<file path="src/rtl/core/lookahead_heading_error_unit_macros.svh">
// Assertion macros for the lookahead heading error unit.
// LHE_ASSERT_NOW checks a consequence in the same cycle as its antecedent,
// LHE_ASSERT_NEXT checks it in the cycle after.
`ifndef LOOKAHEAD_HEADING_ERROR_UNIT_MACROS_SVH
`define LOOKAHEAD_HEADING_ERROR_UNIT_MACROS_SVH
`ifndef SYNTHESIS
`define LHE_ASSERT_NOW(label, clk, rst_n, ante, cons) \
  label: assert property (@(posedge clk) disable iff (!rst_n) (ante) |-> (cons)) \
    else $error("lhe assertion failed");
`define LHE_ASSERT_NEXT(label, clk, rst_n, ante, cons) \
  label: assert property (@(posedge clk) disable iff (!rst_n) (ante) |=> (cons)) \
    else $error("lhe assertion failed");
`else
`define LHE_ASSERT_NOW(label, clk, rst_n, ante, cons)
`define LHE_ASSERT_NEXT(label, clk, rst_n, ante, cons)
`endif
`endif

</file>
<file path="src/rtl/core/lhe_pkg.sv">
package lhe_pkg;

  // Radius register.
  localparam int RADIUS_W = 16;
  localparam logic [RADIUS_W-1:0] RADIUS_RESET = 16'd300;

  // CORDIC datapath. Angles are unsigned fractions of a full turn.
  localparam int TURN_W        = 32;
  localparam int NORM_BIT      = 40;
  localparam int MAG_W         = NORM_BIT + 1;
  localparam int CORDIC_W      = 44;
  localparam int COARSE_SHIFT  = 8;
  localparam int ATAN_DEPTH    = 24;
  localparam int ATAN_IDX_W    = 5;
  localparam logic [TURN_W-1:0] HALF_TURN = 32'h8000_0000;

  // Depth of the queue between the selection front and the CORDIC back.
  localparam int QUEUE_DEPTH = 2;

  typedef enum logic [1:0] {
    F_IDLE,
    F_SQUARE,
    F_UPDATE
  } front_state_t;

  typedef enum logic [1:0] {
    B_IDLE,
    B_NORM,
    B_ITER,
    B_FINISH
  } back_state_t;

  // atan(2^-i) in units of 2^-32 of a full turn.
  function automatic logic [TURN_W-1:0] atan_turn(input logic [ATAN_IDX_W-1:0] idx);
    logic [TURN_W-1:0] val;
    unique case (idx)
      5'd0:    val = 32'd536870912;
      5'd1:    val = 32'd316933406;
      5'd2:    val = 32'd167458907;
      5'd3:    val = 32'd85004756;
      5'd4:    val = 32'd42667331;
      5'd5:    val = 32'd21354465;
      5'd6:    val = 32'd10679838;
      5'd7:    val = 32'd5340245;
      5'd8:    val = 32'd2670163;
      5'd9:    val = 32'd1335087;
      5'd10:   val = 32'd667544;
      5'd11:   val = 32'd333772;
      5'd12:   val = 32'd166886;
      5'd13:   val = 32'd83443;
      5'd14:   val = 32'd41722;
      5'd15:   val = 32'd20861;
      5'd16:   val = 32'd10430;
      5'd17:   val = 32'd5215;
      5'd18:   val = 32'd2608;
      5'd19:   val = 32'd1304;
      5'd20:   val = 32'd652;
      5'd21:   val = 32'd326;
      5'd22:   val = 32'd163;
      5'd23:   val = 32'd81;
      default: val = '0;
    endcase
    return val;
  endfunction

endpackage

</file>
<file path="src/rtl/core/lhe_in_if.sv">
interface lhe_in_if #(
  parameter int POSITION_BITS = 24,
  parameter int ANGLE_BITS    = 16
);
  logic                            valid;
  logic                            ready;
  logic signed [POSITION_BITS-1:0] point_x;
  logic signed [POSITION_BITS-1:0] point_y;
  logic signed [POSITION_BITS-1:0] robot_x;
  logic signed [POSITION_BITS-1:0] robot_y;
  logic signed [ANGLE_BITS-1:0]    bot_heading;
  logic                            last_point;

  modport source (
    output valid, point_x, point_y, robot_x, robot_y, bot_heading, last_point,
    input  ready
  );
  modport sink (
    input  valid, point_x, point_y, robot_x, robot_y, bot_heading, last_point,
    output ready
  );
endinterface

</file>
<file path="src/rtl/core/lhe_out_if.sv">
interface lhe_out_if #(
  parameter int ANGLE_BITS = 16
);
  logic                        valid;
  logic                        ready;
  logic signed [ANGLE_BITS:0]  steer_angle;
  logic                        far_point_found;

  modport source (
    output valid, steer_angle, far_point_found,
    input  ready
  );
  modport sink (
    input  valid, steer_angle, far_point_found,
    output ready
  );
endinterface

</file>
<file path="src/rtl/core/lhe_front.sv">
module lhe_front
  import lhe_pkg::*;
#(
  parameter int POSITION_BITS = 24,
  parameter int ANGLE_BITS    = 16,
  parameter int ENTRY_W       = 1 + ANGLE_BITS + 2 * (POSITION_BITS + 1)
) (
  input  logic                clk,
  input  logic                rst_n,
  lhe_in_if.sink              in_ch,
  input  logic [RADIUS_W-1:0] radius,
  input  logic                q_full,
  output logic                q_push,
  output logic [ENTRY_W-1:0]  q_data
);

  localparam int DW = POSITION_BITS + 1;

  front_state_t state_r, state_nxt;

  logic signed [DW-1:0]         dx_r, dy_r;
  logic signed [ANGLE_BITS-1:0] yaw_r;
  logic                         last_r;
  logic                         over_r;
  logic [2*RADIUS_W-1:0]        sqx_r, sqy_r;
  logic [2*RADIUS_W-1:0]        rsq_r;

  logic                         found_r, found_nxt;
  logic signed [DW-1:0]         held_dx_r, held_dx_nxt;
  logic signed [DW-1:0]         held_dy_r, held_dy_nxt;

  logic                         load;
  logic signed [DW-1:0]         negx, negy;
  logic [POSITION_BITS-1:0]     ax, ay;
  logic [2*RADIUS_W:0]          sq_sum;
  logic                         beyond;
  logic                         sel_found;
  logic signed [DW-1:0]         sel_dx, sel_dy;

  always_ff @(posedge clk) begin
    if (!rst_n) begin
      state_r   <= F_IDLE;
      found_r   <= 1'b0;
      held_dx_r <= '0;
      held_dy_r <= '0;
    end else begin
      state_r   <= state_nxt;
      found_r   <= found_nxt;
      held_dx_r <= held_dx_nxt;
      held_dy_r <= held_dy_nxt;
    end
  end

  // Squared radius is a registered copy of the radius register squared.
  always_ff @(posedge clk) begin
    rsq_r <= radius * radius;
    if (load) begin
      dx_r   <= {in_ch.point_x[POSITION_BITS-1], in_ch.point_x}
              - {in_ch.robot_x[POSITION_BITS-1], in_ch.robot_x};
      dy_r   <= {in_ch.point_y[POSITION_BITS-1], in_ch.point_y}
              - {in_ch.robot_y[POSITION_BITS-1], in_ch.robot_y};
      yaw_r  <= in_ch.bot_heading;
      last_r <= in_ch.last_point;
    end
    if (state_r == F_SQUARE) begin
      over_r <= (ax > POSITION_BITS'(radius)) || (ay > POSITION_BITS'(radius));
      // Exact only when both magnitudes fit the radius; otherwise over_r wins.
      sqx_r  <= ax[RADIUS_W-1:0] * ax[RADIUS_W-1:0];
      sqy_r  <= ay[RADIUS_W-1:0] * ay[RADIUS_W-1:0];
    end
  end

  always_comb begin
    negx = -dx_r;
    negy = -dy_r;
    ax   = dx_r[DW-1] ? negx[POSITION_BITS-1:0] : dx_r[POSITION_BITS-1:0];
    ay   = dy_r[DW-1] ? negy[POSITION_BITS-1:0] : dy_r[POSITION_BITS-1:0];

    sq_sum    = {1'b0, sqx_r} + {1'b0, sqy_r};
    beyond    = over_r || (sq_sum > {1'b0, rsq_r});
    sel_found = found_r | beyond;
    sel_dx    = found_r ? held_dx_r : dx_r;
    sel_dy    = found_r ? held_dy_r : dy_r;
    q_data    = {sel_found, yaw_r, sel_dy, sel_dx};
  end

  always_comb begin
    state_nxt   = state_r;
    found_nxt   = found_r;
    held_dx_nxt = held_dx_r;
    held_dy_nxt = held_dy_r;
    load        = 1'b0;
    q_push      = 1'b0;
    in_ch.ready = 1'b0;
    unique case (state_r)
      F_IDLE: begin
        in_ch.ready = 1'b1;
        if (in_ch.valid) begin
          load      = 1'b1;
          state_nxt = F_SQUARE;
        end
      end
      F_SQUARE: begin
        state_nxt = F_UPDATE;
      end
      F_UPDATE: begin
        if (!last_r) begin
          found_nxt   = sel_found;
          held_dx_nxt = sel_dx;
          held_dy_nxt = sel_dy;
          state_nxt   = F_IDLE;
        end else if (!q_full) begin
          // Path ends: hand the chosen offset to the back and start afresh.
          q_push      = 1'b1;
          found_nxt   = 1'b0;
          held_dx_nxt = '0;
          held_dy_nxt = '0;
          state_nxt   = F_IDLE;
        end
      end
      default: state_nxt = F_IDLE;
    endcase
  end

endmodule

</file>
<file path="src/rtl/core/lhe_queue.sv">
module lhe_queue #(
  parameter int WIDTH = 8,
  parameter int DEPTH = 2
) (
  input  logic             clk,
  input  logic             rst_n,
  input  logic             push,
  input  logic [WIDTH-1:0] wr_data,
  input  logic             pop,
  output logic [WIDTH-1:0] rd_data,
  output logic             full,
  output logic             empty
);

  localparam int PTR_W = (DEPTH > 1) ? $clog2(DEPTH) : 1;
  localparam int CNT_W = $clog2(DEPTH + 1);

  logic [WIDTH-1:0] mem_r [DEPTH];
  logic [PTR_W-1:0] wr_ptr_r, wr_ptr_nxt;
  logic [PTR_W-1:0] rd_ptr_r, rd_ptr_nxt;
  logic [CNT_W-1:0] count_r, count_nxt;

  always_comb begin
    full       = (count_r == CNT_W'(DEPTH));
    empty      = (count_r == '0);
    rd_data    = mem_r[rd_ptr_r];
    wr_ptr_nxt = wr_ptr_r;
    rd_ptr_nxt = rd_ptr_r;
    count_nxt  = count_r;
    if (push) begin
      wr_ptr_nxt = (wr_ptr_r == PTR_W'(DEPTH - 1)) ? '0 : wr_ptr_r + 1'b1;
    end
    if (pop) begin
      rd_ptr_nxt = (rd_ptr_r == PTR_W'(DEPTH - 1)) ? '0 : rd_ptr_r + 1'b1;
    end
    if (push && !pop) begin
      count_nxt = count_r + 1'b1;
    end else if (pop && !push) begin
      count_nxt = count_r - 1'b1;
    end
  end

  always_ff @(posedge clk) begin
    if (!rst_n) begin
      wr_ptr_r <= '0;
      rd_ptr_r <= '0;
      count_r  <= '0;
    end else begin
      wr_ptr_r <= wr_ptr_nxt;
      rd_ptr_r <= rd_ptr_nxt;
      count_r  <= count_nxt;
    end
  end

  always_ff @(posedge clk) begin
    if (push) begin
      mem_r[wr_ptr_r] <= wr_data;
    end
  end

endmodule

</file>
<file path="src/rtl/core/lhe_cordic.sv">
module lhe_cordic
  import lhe_pkg::*;
#(
  parameter int POSITION_BITS = 24,
  parameter int ANGLE_BITS    = 16,
  parameter int CORDIC_STEPS  = 16,
  parameter int ENTRY_W       = 1 + ANGLE_BITS + 2 * (POSITION_BITS + 1)
) (
  input  logic               clk,
  input  logic               rst_n,
  input  logic               q_empty,
  input  logic [ENTRY_W-1:0] q_data,
  output logic               q_pop,
  lhe_out_if.source          out_ch
);

  localparam int DW = POSITION_BITS + 1;

  back_state_t state_r, state_nxt;

  logic [MAG_W-1:0]             mx_r, my_r;
  logic signed [CORDIC_W-1:0]   x_r, y_r;
  logic [TURN_W-1:0]            z_r;
  logic [ATAN_IDX_W-1:0]        cnt_r;
  logic                         xneg_r, yflip_r, found_r;
  logic signed [ANGLE_BITS-1:0] yaw_r;

  logic                         out_valid_r;
  logic signed [ANGLE_BITS:0]   out_yaw_r;
  logic                         out_found_r;

  logic signed [DW-1:0]         e_dx, e_dy, e_negx, e_negy;
  logic signed [ANGLE_BITS-1:0] e_yaw;
  logic                         e_found;
  logic [POSITION_BITS-1:0]     e_ax, e_ay;
  logic [MAG_W-1:0]             mag_or;
  logic [CORDIC_W-1:0]          mx_ext, my_ext;
  logic signed [CORDIC_W-1:0]   xs, ys;
  logic [TURN_W-1:0]            z_round;
  logic [ANGLE_BITS-1:0]        ang, diff;
  logic signed [ANGLE_BITS:0]   err_ext, tyaw;
  logic                         out_load;

  always_comb begin
    {e_found, e_yaw, e_dy, e_dx} = q_data;
    e_negx  = -e_dx;
    e_negy  = -e_dy;
    e_ax    = e_dx[DW-1] ? e_negx[POSITION_BITS-1:0] : e_dx[POSITION_BITS-1:0];
    e_ay    = e_dy[DW-1] ? e_negy[POSITION_BITS-1:0] : e_dy[POSITION_BITS-1:0];

    mag_or  = mx_r | my_r;
    mx_ext  = CORDIC_W'(mx_r);
    my_ext  = CORDIC_W'(my_r);
    xs      = x_r >>> cnt_r;
    ys      = y_r >>> cnt_r;

    z_round = z_r + (TURN_W'(1) << (TURN_W - 1 - ANGLE_BITS));
    ang     = z_round[TURN_W-1 -: ANGLE_BITS];
    diff    = ang - yaw_r;
    err_ext = {diff[ANGLE_BITS-1], diff};
    tyaw    = -err_ext;
  end

  always_comb begin
    state_nxt = state_r;
    q_pop     = 1'b0;
    out_load  = 1'b0;
    unique case (state_r)
      B_IDLE: begin
        if (!q_empty) begin
          q_pop     = 1'b1;
          state_nxt = ((e_dx == '0) && (e_dy == '0)) ? B_FINISH : B_NORM;
        end
      end
      B_NORM: begin
        if (mag_or[NORM_BIT]) begin
          state_nxt = B_ITER;
        end
      end
      B_ITER: begin
        if (cnt_r == ATAN_IDX_W'(CORDIC_STEPS - 1)) begin
          state_nxt = B_FINISH;
        end
      end
      B_FINISH: begin
        if (!out_valid_r || out_ch.ready) begin
          out_load  = 1'b1;
          state_nxt = B_IDLE;
        end
      end
      default: state_nxt = B_IDLE;
    endcase
  end

  always_ff @(posedge clk) begin
    if (!rst_n) begin
      state_r     <= B_IDLE;
      out_valid_r <= 1'b0;
    end else begin
      state_r <= state_nxt;
      if (out_load) begin
        out_valid_r <= 1'b1;
      end else if (out_ch.ready) begin
        out_valid_r <= 1'b0;
      end
    end
  end

  always_ff @(posedge clk) begin
    unique case (state_r)
      B_IDLE: begin
        mx_r    <= MAG_W'(e_ax);
        my_r    <= MAG_W'(e_ay);
        xneg_r  <= e_dx[DW-1];
        yflip_r <= e_dx[DW-1] ^ e_dy[DW-1];
        yaw_r   <= e_yaw;
        found_r <= e_found;
        z_r     <= '0;
      end
      B_NORM: begin
        if (mag_or[NORM_BIT]) begin
          // Left half-plane is folded over by adding half a turn.
          x_r   <= mx_ext;
          y_r   <= yflip_r ? -my_ext : my_ext;
          z_r   <= xneg_r ? HALF_TURN : '0;
          cnt_r <= '0;
        end else if (mag_or[NORM_BIT -: COARSE_SHIFT] == '0) begin
          mx_r <= mx_r << COARSE_SHIFT;
          my_r <= my_r << COARSE_SHIFT;
        end else begin
          mx_r <= mx_r << 1;
          my_r <= my_r << 1;
        end
      end
      B_ITER: begin
        if (y_r > 0) begin
          x_r <= x_r + ys;
          y_r <= y_r - xs;
          z_r <= z_r + atan_turn(cnt_r);
        end else begin
          x_r <= x_r - ys;
          y_r <= y_r + xs;
          z_r <= z_r - atan_turn(cnt_r);
        end
        cnt_r <= cnt_r + 1'b1;
      end
      default: begin
      end
    endcase
    if (out_load) begin
      out_yaw_r   <= tyaw;
      out_found_r <= found_r;
    end
  end

  assign out_ch.valid           = out_valid_r;
  assign out_ch.steer_angle     = out_yaw_r;
  assign out_ch.far_point_found = out_found_r;

endmodule

</file>
<file path="src/rtl/core/lookahead_heading_error_unit.sv">
// Channel    Dir  Payload                                                   Beat when
// in_ch      in   point_x/y, robot_x/y, bot_heading, last_point             valid & ready
// out_ch     out  steer_angle, far_point_found                              valid & ready
// cfg_wr_*   in   reach_radius (16 bit)                                     cfg_wr_en high
//
// Every input beat occupies the selection front through offset, squares and update.
// A last-point beat also takes the CORDIC back through pop, normalize, CORDIC_STEPS
// iterations and finish, or pop and finish alone for a zero offset; the back takes no
// new entry until it has finished the last one.
// The 2-entry queue lets the front keep taking points while the back works.
// rst_n is synchronous and active low; the radius resets to 300 mm, path state to zero.
// A stalled out_ch holds its result; the back then waits, and the front stalls once
// the queue is full and a path's last point has to be handed on.
`include "lookahead_heading_error_unit_macros.svh"
module lookahead_heading_error_unit
  import lhe_pkg::*;
#(
  parameter int POSITION_BITS = 24,
  parameter int ANGLE_BITS    = 16,
  parameter int CORDIC_STEPS  = 16
) (
  input  logic                clk,
  input  logic                rst_n,
  lhe_in_if.sink              in_ch,
  lhe_out_if.source           out_ch,
  input  logic                cfg_wr_en,
  input  logic [RADIUS_W-1:0] cfg_wr_data
);

  // One queue entry carries the chosen offset, the yaw of the last point
  // and whether a far point was found.
  localparam int ENTRY_W = 1 + ANGLE_BITS + 2 * (POSITION_BITS + 1);

  logic [RADIUS_W-1:0] radius_r;
  logic                q_push, q_pop, q_full, q_empty;
  logic [ENTRY_W-1:0]  q_wr_data, q_rd_data;

  // The radius register is to be written only while the unit is idle; the block itself does not enforce this.
  always_ff @(posedge clk) begin
    if (!rst_n) begin
      radius_r <= RADIUS_RESET;
    end else if (cfg_wr_en) begin
      radius_r <= cfg_wr_data;
    end
  end

  // Front: forms each offset, runs the squared-distance test and holds the
  // first offset beyond the radius (or the latest one) until the path ends.
  lhe_front #(
    .POSITION_BITS (POSITION_BITS),
    .ANGLE_BITS    (ANGLE_BITS),
    .ENTRY_W       (ENTRY_W)
  ) u_front (
    .clk    (clk),
    .rst_n  (rst_n),
    .in_ch  (in_ch),
    .radius (radius_r),
    .q_full (q_full),
    .q_push (q_push),
    .q_data (q_wr_data)
  );

  lhe_queue #(
    .WIDTH (ENTRY_W),
    .DEPTH (QUEUE_DEPTH)
  ) u_queue (
    .clk     (clk),
    .rst_n   (rst_n),
    .push    (q_push),
    .wr_data (q_wr_data),
    .pop     (q_pop),
    .rd_data (q_rd_data),
    .full    (q_full),
    .empty   (q_empty)
  );

  // Back: normalizes the offset, runs the vectoring CORDIC, subtracts the
  // yaw, wraps, negates and holds the result in the output register.
  lhe_cordic #(
    .POSITION_BITS (POSITION_BITS),
    .ANGLE_BITS    (ANGLE_BITS),
    .CORDIC_STEPS  (CORDIC_STEPS),
    .ENTRY_W       (ENTRY_W)
  ) u_cordic (
    .clk     (clk),
    .rst_n   (rst_n),
    .q_empty (q_empty),
    .q_data  (q_rd_data),
    .q_pop   (q_pop),
    .out_ch  (out_ch)
  );

  // The front never writes a full queue, and the back never reads an empty one.
  `LHE_ASSERT_NOW(a_queue_no_overflow, clk, rst_n, q_push, !q_full)
  `LHE_ASSERT_NOW(a_queue_no_underflow, clk, rst_n, q_pop, !q_empty)
  // Once an entry is taken the back is busy, so it cannot take another next cycle.
  `LHE_ASSERT_NEXT(a_back_one_at_a_time, clk, rst_n, q_pop, !q_pop)

endmodule

</file>
<file path="src/flat_wrapper.sv">
// flat-port wrapper written by rule: the top's interface ports become plain ports
module lookahead_heading_error_unit_flat import lhe_pkg::*;
#(
  parameter int POSITION_BITS = 24,
  parameter int ANGLE_BITS    = 16,
  parameter int CORDIC_STEPS  = 16
)
  (clk, rst_n, cfg_wr_en, cfg_wr_data, in_ch_valid, in_ch_point_x, in_ch_point_y, in_ch_robot_x, in_ch_robot_y, in_ch_bot_heading, in_ch_last_point, in_ch_ready, out_ch_valid, out_ch_steer_angle, out_ch_far_point_found, out_ch_ready);
  lhe_in_if #(.POSITION_BITS(POSITION_BITS), .ANGLE_BITS(ANGLE_BITS)) in_ch_i ();
  lhe_out_if #(.ANGLE_BITS(ANGLE_BITS)) out_ch_i ();
  input  logic clk;
  input  logic rst_n;
  input  logic cfg_wr_en;
  input  logic [RADIUS_W-1:0] cfg_wr_data;
  input wire logic [$bits(in_ch_i.valid)-1:0] in_ch_valid;
  input wire logic [$bits(in_ch_i.point_x)-1:0] in_ch_point_x;
  input wire logic [$bits(in_ch_i.point_y)-1:0] in_ch_point_y;
  input wire logic [$bits(in_ch_i.robot_x)-1:0] in_ch_robot_x;
  input wire logic [$bits(in_ch_i.robot_y)-1:0] in_ch_robot_y;
  input wire logic [$bits(in_ch_i.bot_heading)-1:0] in_ch_bot_heading;
  input wire logic [$bits(in_ch_i.last_point)-1:0] in_ch_last_point;
  output wire logic [$bits(in_ch_i.ready)-1:0] in_ch_ready;
  output wire logic [$bits(out_ch_i.valid)-1:0] out_ch_valid;
  output wire logic [$bits(out_ch_i.steer_angle)-1:0] out_ch_steer_angle;
  output wire logic [$bits(out_ch_i.far_point_found)-1:0] out_ch_far_point_found;
  input wire logic [$bits(out_ch_i.ready)-1:0] out_ch_ready;
  assign in_ch_i.valid = in_ch_valid;
  assign in_ch_i.point_x = in_ch_point_x;
  assign in_ch_i.point_y = in_ch_point_y;
  assign in_ch_i.robot_x = in_ch_robot_x;
  assign in_ch_i.robot_y = in_ch_robot_y;
  assign in_ch_i.bot_heading = in_ch_bot_heading;
  assign in_ch_i.last_point = in_ch_last_point;
  assign in_ch_ready = in_ch_i.ready;
  assign out_ch_valid = out_ch_i.valid;
  assign out_ch_steer_angle = out_ch_i.steer_angle;
  assign out_ch_far_point_found = out_ch_i.far_point_found;
  assign out_ch_i.ready = out_ch_ready;
  lookahead_heading_error_unit #(.POSITION_BITS(POSITION_BITS), .ANGLE_BITS(ANGLE_BITS), .CORDIC_STEPS(CORDIC_STEPS)) u_core (.clk(clk), .rst_n(rst_n), .in_ch(in_ch_i), .out_ch(out_ch_i), .cfg_wr_en(cfg_wr_en), .cfg_wr_data(cfg_wr_data));
endmodule
</file>
<file path="config.mk">
export PLATFORM = sky130hd
export DESIGN_NAME = lookahead_heading_error_unit_flat
export DESIGN_NICKNAME = d
export VERILOG_FILES = /design/src/rtl/core/lhe_pkg.sv /design/src/rtl/core/lhe_in_if.sv /design/src/rtl/core/lhe_out_if.sv /design/src/rtl/core/lhe_front.sv /design/src/rtl/core/lhe_queue.sv /design/src/rtl/core/lhe_cordic.sv /design/src/rtl/core/lookahead_heading_error_unit.sv /design/src/flat_wrapper.sv
export VERILOG_INCLUDE_DIRS = /design/src /design/src/rtl/core
export SDC_FILE = /design/constraint.sdc
export NUM_CORES = 2
export LEC_CHECK = 0
export BUFFER_PORTS_ARGS = -buffer_cell sky130_fd_sc_hd__buf_2
export CAP_MARGIN = 20
export CORE_UTILIZATION = 60
export CTS_BUF_LIST = sky130_fd_sc_hd__clkbuf_2 sky130_fd_sc_hd__clkbuf_4 sky130_fd_sc_hd__clkbuf_8
export CTS_CLUSTER_DIAMETER = 80
export CTS_CLUSTER_SIZE = 28
export DETAILED_ROUTE_END_ITERATION = 8
export GPL_TIMING_DRIVEN = 1
export PLACE_DENSITY = 0.88
export SLEW_MARGIN = 20
export SYNTH_ARGS = -nofsm -noshare
export SYNTH_HDL_FRONTEND = slang
export SYNTH_SLANG_ARGS = --single-unit
</file>
<file path="constraint.sdc">
create_clock -name clk -period 8.3 [get_ports clk]
set_clock_uncertainty 0.1 [all_clocks]
set_input_delay 1.66 -clock clk [delete_from_list [all_inputs] [get_ports clk]]
set_output_delay 1.66 -clock clk [all_outputs]
set_load 0.02 [all_outputs]
</file>
==> qor.yml <==
dp_cells: 8758
cp-start-kind: "flop"
final-setup-viol-count: 1
fmax_mhz: 120
fin_crit_ns: 8.32
wl_per_cell_um: 21.1
area.growth.synth_to_final_pct: 6.60
synthTopCellsByArea: "edfxtp_1, fa_1, ha_1, inv_1, xnor2_1"
synth_cell_type_count: 106
wl_mm: 186
antenna_found_initial: 6
place.gp.congestion: 1.02
clockBufferDepth: 3
yosysTopAreaCell: "edfxtp_1"
die_width_um: 340
async_reset_ff_frac: 0
clkTransAtPathRegs_ns: 0.16
seq_area_frac_synth: 0.263
cpPeakStageDelay_ns: 0.57
synth_edf_count: 508
holdBufCountCts: 0
grt_max_degree: 98
grt-ovfl-total: 0
top_usage_layer: "met2"
grt_pass1_vias: 55809
grt_pass1_wl_mm: 295
fin_ws_ns: -0.0247
cp_slowest_cell: "fa_2"
syn_avg_cell_area_sq_um: 9.56
crit_fanout: 4
ant_nets: 0
port_buffers: 153
drt_iter0_drc: 5506
dr.pass1.iters: 6
hold-worst-slack_ns: 0.342
grt_util_met3: 0.0557
synth_top_area_share: 0.223
arrival_ns: 8.75
ios: 154
syn_area_sq_um: 68500
drc_errors: 0
layout.cells.most_common: "inv_1"
drv_slew: 0
use_met1: 0.393
violations: "negative setup slack"
via_per_inst: 6.27
max_slew_margin: 0.281
num-nets-final: 8533
period_share: 1.00
synth_ff_type: "edfxtp_1"
die_area_sq_um: 116000
rsz0062_at_grt: "true"
synth_seq_cells: 646
outcome: "finished with violations"
final_cell_mix: "inv_1, nand2_1, nor2_1"
drive_gt1_frac: 0.118
clock_sinks: 646
cts_inserted_buffers: 38
die_h_um: 340
place_hpwl_mm: 145
h-tree-depth: 2
grt_usage: 0.320
cp.required_ns: 8.73
crit_path_end_kind: "flop"
via_count: 55449
place_area_sq_um: 71700
clock-root-buffer: "clkbuf_8"
ys_warn_count: 0
path_class: "flop to flop"
cap_viol_max_count: 0
initial_utilization: 0.607
final_area_sq_um: 73000
tightest_slew_ns: 1.07
netlist_instances: 7167
core_area_sq_um: 113000
synth_nets: 8390
num_rows: 123
worstSkewPairLatency_ns: 0.82
tritoncts: "done"
grt_use_met2: 0.532
final_hold_viol_count: 0
hold_path_class: "flop to flop"
fin_cells: 8842
==> registers in the layout, indices dropped and copies added (netlist names), 31 cells and up, named ones only <==
name	flops
u_core.u_queue.mem_r	134
u_core.u_cordic.x_r	44
u_core.u_cordic.y_r	44
u_core.u_cordic.mx_r	41
u_core.u_cordic.my_r	41
u_core.u_cordic.z_r	32
u_core.u_front.rsq_r	31
u_core.u_front.sqx_r	31
u_core.u_front.sqy_r	31
==> layout make-up <==
cell class,instances,area [sq um]
fill,8584,39800
clock inverter,25,414
tap,1500,1880
timing repair buffer,360,2430
antenna,2,5.00
clock buffer,45,582
sequential,646,18000
multi-input combinational,5392,46400
inverter,872,3290
==> critical path: cells and delay by family, from the launching register on <==
kind	cells	cell delay (ns)
AOI/OAI and AO/OA	11	2.39
xor gates and xnor gates	2	0.27
adders and majority gates	7	3.20
buffers and inverters	7	0.57
DFF	1	0.41
and+or+nand+nor	4	1.14
==> cell families (layout without fill, tap and decap cells) <==
family	count (synthesis)	in the layout	synth area share
other	0	2	0
AOI/OAI and AO/OA	1352	1352	0.126
muxes	471	471	0.0949
DFF	646	646	0.263
adders and majority gates	1089	1089	0.253
xor gates and xnor gates	520	520	0.0665
and+or+nand+nor	1960	1960	0.132
buffers and inverters	1129	1302	0.0649
==> final timing paths <==
check	endpoint	slack, ns	start	depth (start not counted)
max	u_core.u_front.sqy_r[30]	-0.02	u_core.u_front.dy_r[5]	31
min	u_core.u_queue.mem_r[1][58]	0.34	u_core.u_front.yaw_r[8]	0
max reg2reg	u_core.u_front.sqy_r[30]	-0.02	u_core.u_front.dy_r[5]	31
min reg2reg	u_core.u_queue.mem_r[1][58]	0.34	u_core.u_front.yaw_r[8]	0
==> per-layer routing <==
metal,vias to the layer above,share of wire
li1,25130,-
met1,26977,0.37
met2,2649,0.48
met3,687,0.083
met4,6,0.065
met5,-,0.00018
==> Yosys cell counts (43+ instances only) <==
| master | instances |
|---|---|
| a21o_1 | 126 |
| a21oi_1 | 363 |
| a22oi_1 | 61 |
| a31oi_1 | 77 |
| and2_1 | 46 |
| and3_1 | 43 |
| buf_2 | 44 |
| clkbuf_1 | 170 |
| dfxtp_1 | 138 |
| edfxtp_1 | 508 |
| fa_1 | 497 |
| ha_1 | 592 |
| inv_1 | 838 |
| mux2_2 | 155 |
| mux2i_1 | 186 |
| mux4_2 | 123 |
| nand2_1 | 661 |
| nand2b_1 | 65 |
| nand3_1 | 121 |
| nand4_1 | 43 |
| nor2_1 | 617 |
| nor2b_1 | 108 |
| nor3_1 | 83 |
| o21a_1 | 63 |
| o21ai_0 | 295 |
| o31ai_1 | 46 |
| or3_1 | 43 |
| xnor2_1 | 321 |
| xor2_1 | 199 |
==> timing repair <==
item,in CTS,in global routing
pin swaps,5,22
gates resized for setup,12,51
endpoints found under the setup margin,2,15
buffers inserted,4,7
endpoints found under the hold margin,0,0
==> metrics by stage <==
stage / util / setup TNS (ns) / setup slack, ns
3_3_place_gp: 0.636 / -0.0475 / -0.0400
2_1_floorplan: - / 0 / 0.0441
3_5_place_dp: 0.636 / -0.318 / -0.170
5_1_grt: 0.648 / -0.908 / -0.294
4_1_cts: 0.645 / 0 / 0.00465
6_report: 0.648 / -0.0247 / -0.0247
Power is left out: the tool's default activity adds up to more than one toggle a clock period on the data nets, which glitch-free logic cannot reach.
